==> src/rtl/pcg32_pkg.sv <==
// Shared constants, codes and types of the ranged PCG32 generator.
// No dependencies.
package pcg32_pkg;

  localparam logic [63:0] PCG_MULT = 64'd6364136223846793005;
  localparam logic [63:0] PCG_INC  = 64'd105;
  localparam logic [31:0] PCG_MULT_LO = PCG_MULT[31:0];
  localparam logic [31:0] PCG_MULT_HI = PCG_MULT[63:32];
  // State after seeding with zero: 0 -> 105 -> 105*M + 105.
  localparam logic [63:0] PCG_RESET_STATE = PCG_INC * PCG_MULT + PCG_INC;

  // Request kinds
  localparam logic [1:0] CMD_SEED  = 2'd0;
  localparam logic [1:0] CMD_FRAC  = 2'd1;
  localparam logic [1:0] CMD_UPPER = 2'd2;
  localparam logic [1:0] CMD_RANGE = 2'd3;

  // Result status
  localparam logic [1:0] STAT_OK    = 2'd0;
  localparam logic [1:0] STAT_EMPTY = 2'd1;
  localparam logic [1:0] STAT_LARGE = 2'd2;

  typedef enum logic [2:0] {
    SEQ_IDLE,
    SEQ_MUL_LL,
    SEQ_MUL_HL,
    SEQ_MUL_LH,
    SEQ_SUM,
    SEQ_RNG,
    SEQ_DONE
  } seq_state_t;

endpackage

==> src/rtl/pcg32_mul.sv <==
// Shared 32x32 unsigned multiplier with registered product.
// No package dependencies.
module pcg32_mul (
  input  logic        clk,
  input  logic        en,
  input  logic [31:0] a,
  input  logic [31:0] b,
  output logic [63:0] p
);

  logic [63:0] p_r;

  always_ff @(posedge clk) begin
    if (en) begin
      p_r <= {32'd0, a} * {32'd0, b};
    end
  end

  assign p = p_r;

endmodule

==> src/rtl/pcg32_ranged_random_generator.sv <==
// Ranged PCG32 (XSH-RR) random generator, sequenced over one shared 32x32 multiplier.
// Depends on pcg32_pkg and pcg32_mul.
//
// Usage:
//   Input channel in_*: one request per handshake. in_tuser carries the request kind
//   (seed, fraction draw, draw 1..upper, draw lower..upper); in_tdata carries the
//   bounds and the seed. Output channel out_*: one result per draw request, none for
//   a seed. out_tuser carries the status, out_tdata the fraction and integer draw.
//   One generator step is three 32x32 partial products on the shared multiplier plus
//   a sum state. A seed takes one step, a fraction draw two steps, a ranged draw one
//   step plus the span multiply; a rejected interval skips the multiplier.
//   The result is registered in the output register as the sequencer leaves its
//   final state. in_tready is high only while the sequencer is idle.
//   A finished result sits in the output register; the next request is accepted
//   while it waits, and the sequencer holds in its final state only if a second
//   result is ready before the first is taken.
//   Reset (rst_n low, synchronous) empties the output, idles the sequencer and
//   loads the state reached by seeding with zero.
module pcg32_ranged_random_generator (
  input  logic        clk,
  input  logic        rst_n,
  input  logic        in_tvalid,
  output logic        in_tready,
  input  logic [95:0] in_tdata,   // [31:0] lower_bound, [63:32] upper_bound, [95:64] seed_value
  input  logic [1:0]  in_tuser,   // [1:0] command
  output logic        out_tvalid,
  input  logic        out_tready,
  output logic [95:0] out_tdata,  // [63:0] fraction, [95:64] integer_draw
  output logic [1:0]  out_tuser   // [1:0] status
);
  import pcg32_pkg::*;

  seq_state_t  fsm_r, fsm_nxt;
  logic [63:0] state_r;      // generator state
  logic [63:0] acc_r;        // partial sum of state * multiplier
  logic [63:0] frac_r;       // captured output words, low word first
  logic [31:0] span_r;       // multiplier for the ranged draw
  logic [31:0] base_r;       // offset added to the high product word
  logic [1:0]  cmd_r;
  logic [1:0]  status_r;
  logic        pass_r;       // second step of a fraction draw
  logic [95:0] out_data_r;
  logic [1:0]  out_user_r;
  logic        out_valid_r;

  logic        in_fire;
  logic        out_free;
  logic        mul_en;
  logic [31:0] mul_a, mul_b;
  logic [63:0] mul_p;

  logic [1:0]  in_cmd;
  logic [31:0] in_lo, in_hi, in_seed;
  logic [31:0] in_span;
  logic [1:0]  in_status;

  logic [31:0] mixed;
  logic [63:0] mixed2;
  logic [31:0] word;

  assign in_cmd  = in_tuser;
  assign in_lo   = in_tdata[31:0];
  assign in_hi   = in_tdata[63:32];
  assign in_seed = in_tdata[95:64];
  assign in_span = in_hi - in_lo;

  assign in_fire  = in_tvalid && in_tready;
  assign out_free = !out_valid_r || out_tready;

  // Interval checks at acceptance
  always_comb begin
    in_status = STAT_OK;
    unique case (in_cmd)
      CMD_UPPER: begin
        if ($signed(in_hi) < 32'sd1) in_status = STAT_EMPTY;
      end
      CMD_RANGE: begin
        if ($signed(in_lo) > $signed(in_hi)) in_status = STAT_EMPTY;
        else if (in_span == 32'hFFFF_FFFF) in_status = STAT_LARGE;
      end
      default: in_status = STAT_OK;
    endcase
  end

  // XSH-RR output of the current (old) state
  assign mixed  = 32'(((state_r >> 18) ^ state_r) >> 27);
  assign mixed2 = {mixed, mixed} >> state_r[63:59];
  assign word   = mixed2[31:0];

  pcg32_mul u_mul (
    .clk (clk),
    .en  (mul_en),
    .a   (mul_a),
    .b   (mul_b),
    .p   (mul_p)
  );

  // Next state
  always_comb begin
    fsm_nxt = fsm_r;
    unique case (fsm_r)
      SEQ_IDLE: begin
        if (in_fire) fsm_nxt = (in_status != STAT_OK) ? SEQ_DONE : SEQ_MUL_LL;
      end
      SEQ_MUL_LL: fsm_nxt = SEQ_MUL_HL;
      SEQ_MUL_HL: fsm_nxt = SEQ_MUL_LH;
      SEQ_MUL_LH: fsm_nxt = SEQ_SUM;
      SEQ_SUM: begin
        unique case (cmd_r)
          CMD_SEED:  fsm_nxt = SEQ_IDLE;
          CMD_FRAC:  fsm_nxt = pass_r ? SEQ_DONE : SEQ_MUL_LL;
          default:   fsm_nxt = SEQ_RNG;
        endcase
      end
      SEQ_RNG:  fsm_nxt = SEQ_DONE;
      SEQ_DONE: begin
        if (out_free) fsm_nxt = SEQ_IDLE;
      end
      default:  fsm_nxt = SEQ_IDLE;
    endcase
  end

  // Sequencer outputs: multiplier operand select and input ready
  always_comb begin
    in_tready = 1'b0;
    mul_en    = 1'b0;
    mul_a     = state_r[31:0];
    mul_b     = PCG_MULT_LO;
    unique case (fsm_r)
      SEQ_IDLE:   in_tready = 1'b1;
      SEQ_MUL_LL: mul_en = 1'b1;
      SEQ_MUL_HL: begin
        mul_en = 1'b1;
        mul_a  = state_r[63:32];
      end
      SEQ_MUL_LH: begin
        mul_en = 1'b1;
        mul_b  = PCG_MULT_HI;
      end
      SEQ_RNG: begin
        mul_en = 1'b1;
        mul_a  = span_r;
        mul_b  = frac_r[31:0];
      end
      default: begin
        mul_en = 1'b0;
      end
    endcase
  end

  always_ff @(posedge clk) begin
    if (!rst_n) begin
      fsm_r       <= SEQ_IDLE;
      state_r     <= PCG_RESET_STATE;
      out_valid_r <= 1'b0;
    end else begin
      fsm_r <= fsm_nxt;
      // Output register: filled by the sequencer, emptied once taken.
      if (fsm_r == SEQ_DONE && out_free) out_valid_r <= 1'b1;
      else if (out_tready)               out_valid_r <= 1'b0;

      unique case (fsm_r)
        SEQ_IDLE: begin
          if (in_fire) begin
            cmd_r    <= in_cmd;
            status_r <= in_status;
            pass_r   <= 1'b0;
            frac_r   <= 64'd0;
            if (in_cmd == CMD_RANGE) begin
              span_r <= in_span + 32'd1;
              base_r <= in_lo;
            end else begin
              span_r <= in_hi;
              base_r <= 32'd1;
            end
            // First step from a cleared state always lands on the increment.
            if (in_cmd == CMD_SEED) begin
              state_r <= PCG_INC + {{32{in_seed[31]}}, in_seed};
            end
          end
        end
        SEQ_MUL_LL: begin
          if (pass_r) frac_r[63:32] <= word;
          else        frac_r[31:0]  <= word;
        end
        SEQ_MUL_HL: acc_r <= mul_p;
        SEQ_MUL_LH: acc_r <= acc_r + {mul_p[31:0], 32'd0};
        SEQ_SUM: begin
          state_r <= acc_r + {mul_p[31:0], 32'd0} + PCG_INC;
          pass_r  <= 1'b1;
        end
        SEQ_DONE: begin
          if (out_free) begin
            out_user_r  <= status_r;
            out_data_r[63:0] <= (cmd_r == CMD_FRAC) ? frac_r : 64'd0;
            out_data_r[95:64] <= (status_r == STAT_OK && cmd_r != CMD_FRAC)
                                 ? base_r + mul_p[63:32] : 32'd0;
          end
        end
        default: begin
        end
      endcase
    end
  end

  assign out_tvalid = out_valid_r;
  assign out_tdata  = out_data_r;
  assign out_tuser  = out_user_r;

endmodule

==> config.mk <==
export PLATFORM = sky130hd
export DESIGN_NAME = pcg32_ranged_random_generator
export DESIGN_NICKNAME = d
export VERILOG_FILES = /design/src/rtl/pcg32_pkg.sv /design/src/rtl/pcg32_mul.sv /design/src/rtl/pcg32_ranged_random_generator.sv
export SDC_FILE = /design/constraint.sdc
export NUM_CORES = 2
export LEC_CHECK = 0
export BUFFER_PORTS_ARGS = -buffer_cell sky130_fd_sc_hd__buf_2
export CAP_MARGIN = 5
export CORE_MARGIN = 4
export CORE_UTILIZATION = 39
export CTS_CLUSTER_SIZE = 28
export DETAILED_ROUTE_END_ITERATION = 8
export SLEW_MARGIN = 20
export SYNTH_ARGS = -nofsm -noshare
export SYNTH_HDL_FRONTEND = slang
export SYNTH_SLANG_ARGS = --single-unit
==> constraint.sdc <==
create_clock -name clk -period 10.8 [get_ports clk]
set_input_delay 3.24 -clock clk [delete_from_list [all_inputs] [get_ports clk]]
set_output_delay 3.24 -clock clk [all_outputs]
set_load 0.02 [all_outputs]
==> metrics list <==
- Data arrives at the worst endpoint at 10.84 ns.
- Die height: 397 um
- Worst hold slack: 0.474 ns
- The most numerous cell type found on the critical path is sky130_fd_sc_hd__fa_1.
- Critical path's top delay family: adder cells
- Leaving out fill and tap cells, the most frequent cell in the layout is sky130_fd_sc_hd__inv_1.
* Combined area of the multi-input logic cells: 42300 um2
- Adding up every negative setup slack in the final design gives 0 ns.
- Number of antenna violations at the first check in global routing: 11
- Synthesis-to-layout area growth: 9.02%
* Clock Root Buffer: sky130_fd_sc_hd__clkbuf_16
- The clock period could shrink to 10.49 ns.
- Fraction of the cycle the final worst path needs: 97.1%
- Sum of buffers and inverters on the critical path: 5
* Overflow left after global routing: 0
* Number of buffers inserted by port buffering: 201
- By startpoint and endpoint, the worst setup path is classified as flip-flop to flip-flop.
- Sorting the synthesized cells by area gives the leading types as sky130_fd_sc_hd__fa_1, sky130_fd_sc_hd__edfxtp_1, sky130_fd_sc_hd__ha_1, sky130_fd_sc_hd__inv_1, sky130_fd_sc_hd__nor2_1.
- Total routed wirelength: 218000 um
- Routability-driven placement finished with a final weighted congestion of 1.01.
- Skew final: 0.0566 ns
- Across the run, the number of max-cap violations was 0.
- Clock Latency Late Sink: 0.65 ns
* Commonest register cell after synthesis: sky130_fd_sc_hd__edfxtp_1
* Row count: 142
* Post-synthesis async set-or-reset flop share: 0%
* Via count: 48600
- Quantity of gates resized following cts: 0
- Global routing used 27.4% of the available tracks across all layers.
* Required time at the endpoint of the critical path: 11.15 ns
* Reg-to-reg critical path startpoint: fsm_r[1]
- Worst Slack Setup Final: 0.309 ns
- Final standard cell utilization of the core: 42.9%
* Iteration count of the initial detailed-routing pass: 6
* Mean post-synth cell area: 9.04 um2
* Worst Hold Path Cells: 2
* Number of standard cells after synthesis: 6541
- The floorplan step defined a die boundary enclosing 158000 um2.
* Critical Path End Type: flip-flop
* Clk pin slew, worst setup/hold paths: 0.07 ns
- Buffers inserted to repair hold after CTS numbered 0.
- For the worst flop-to-flop path, the logic depth is 29.
- Synthesis produced a netlist with a net count of 7933.
- Global-route wire length before repair: 321000 um
- The share of synthesized area in the top cell type comes to 30.4%.
- The clock drives 427 sinks.
* Slew Limit Fails: 0
- Critical hold path startpoint: state_r[23]
* Largest net degree at the start of global routing: 94
- After filler insertion, the fill cell instance count of the layout stands at 14900.
- Cell taking the most area after synthesis: sky130_fd_sc_hd__fa_1
- The worst setup path is launched from a flip-flop.
* Highest fanout seen on the critical path: 32
- Class of the tightest hold or removal check: flip-flop to flip-flop
- In the final layout, flip-flops and latches occupy 12100 um2.
- Normalized max-slew margin: 20.1%
* Number of enable flip-flop cells after synthesis: 359
* Transition at the pin with the smallest max-transition slack: 1.19 ns
- TritonCTS built the clock tree.
- Count of distinct cell types in the synthesized netlist: 103
- Final net count: 7972
* Crit path max-delay cell type: sky130_fd_sc_hd__a221oi_2
* Global Route met1 Usage: 36.9%
- The initial utilization of the core area, before any placement, comes to 39.3%.
* Outcome: finished clean
- Number of buffers added for setup after CTS: 0
- The number of global-route vias before repair was 49000.
- Leaving out fill and tap cells, the most frequent cells in the layout are sky130_fd_sc_hd__inv_1, sky130_fd_sc_hd__fa_1, sky130_fd_sc_hd__nor2_1.
- Static timing analysis puts the maximum clock frequency at 0.0953 GHz.
- Core Box Area: 150000 um2
* Total number of yosys warnings: 0
- In this run the deepest clock path goes through 3 buffers.
* Slack of the worst reg-to-reg path: 0.31 ns
- For this run, design rule violations remaining after detail routing come to 0.
* Worst slack, placed: 0.706 ns
- After global routing, the most crowded layer is met2.
* Placed wire-length estimate: 178000 um
- Global routing consumed, on the met2 layer, 42.7% of the routing resources.
- Post-synthesis sequential area ratio: 20.5%
* Capturing point of the worst reg2reg path: u_mul.p[61]
* Horizontal extent of the die: 397 um
* Number of register bits inferred by synthesis: 427
* GR Util met3: 5.69%
- DR iter-0 viols: 4836
- Setup repair after global routing left no endpoint under its margin.
- After synthesis the cells add up to 59100 um2.
* Fraction of layout instances using a drive strength above 1: 8.46%
* Endpoint of the worst hold path: state_r[23]
- Cts bufs inserted: 48
- For this design the top-level I/O count stands at 202.
- Count of final setup violators: 0
- Detail-routed via count per cell: 5.62
* ANT nets after route: 0
- H-tree depth: 2
- Final hold violations: 0
- After detailed routing, the average wire length per cell comes to 25.2 um.
* Max incr delay on CP: 0.76 ns
-- per-stage QoR --
stage / cell area, um2 / instances
5_1_grt: 64400 / 8637
6_report: 64500 / 8644
3_5_place_dp: 62800 / 8545
3_3_place_gp: 62700 / 8544
2_1_floorplan: 59100 / 6541
4_1_cts: 64400 / 8635
-- state kept, by name, indices dropped and copies added (netlist names) --
register	flops
out_tdata	96
acc_r	64
frac_r	64
state_r	64
u_mul.p	64
base_r	32
span_r	32
fsm_r	3
cmd_r	2
out_tuser	2
status_r	2
out_tvalid	1
pass_r	1
-- metal layers --
metal	vias up	part of all wire, %	wire length [um]
met4	4	5.5	11900
met1	24500	40	87900
met2	2352	44	96800
met5	-	0.011	23
li1	21200	-	-
met3	519	9.6	21000
-- worst register-to-register path: cells and delay by family, from the launching register on --
| family | cells | cell delay (ns) |
|---|---|---|
| adders and majority gates | 9 | 4.84 |
| AOI/OAI and AO/OA | 6 | 2.25 |
| and+or+nand+nor | 8 | 1.91 |
| DFF | 1 | 0.61 |
| buffers and inverters | 5 | 0.49 |
| xor gates and xnor gates | 1 | 0.12 |
-- kinds of logic after synthesis --
logic type | Yosys count | share of synthesized area (%)
XOR/XNOR | 246 | 3.64
flip-flops | 427 | 20.5
AND/OR/NAND/NOR | 2222 | 16.6
multiplexers | 87 | 1.66
adder cells (fa/ha/maj) | 1290 | 38.7
AO/OA/AOI/OAI | 931 | 10.3
buffers and inverters | 1338 | 8.55
-- synth_stat cells, drive strengths merged, types with 50 or more instances --
master  number
a211oi      50
a21o        73
a21oi      244
and2       147
clkbuf     305
dfxtp       68
edfxtp     359
fa         899
ha         391
inv        984
mux2i       64
nand2      780
nand3       83
nand4       57
nor2       881
nor3        61
o21ai      252
xnor2      143
xor2       103
-- worst max-delay path by stage --
stage	from	to	slack, ns	depth (start not counted)
floorplan	fsm_r[2]	u_mul.p[58]	1.80	31
global placement	fsm_r[1]	u_mul.p[61]	0.62	29
detailed placement	fsm_r[1]	u_mul.p[61]	0.71	29
CTS	fsm_r[1]	u_mul.p[61]	0.66	29
global route	fsm_r[1]	u_mul.p[61]	0.10	28
finish	fsm_r[1]	u_mul.p[61]	0.31	29
-- area by class of cell --
| class | count | share of cell area [%] |
|---|---|---|
| antenna | 8 | 0.0311 |
| clock buffer | 59 | 2.04 |
| clock inverter | 31 | 0.499 |
| inverter | 984 | 5.73 |
| multi-input combinational | 4776 | 65.6 |
| sequential | 427 | 18.8 |
| tap | 2016 | 3.91 |
| timing repair buffer | 343 | 3.32 |
Power is left out: the tool's default activity adds up to more than one toggle a clock period on the data nets, which glitch-free logic cannot reach.
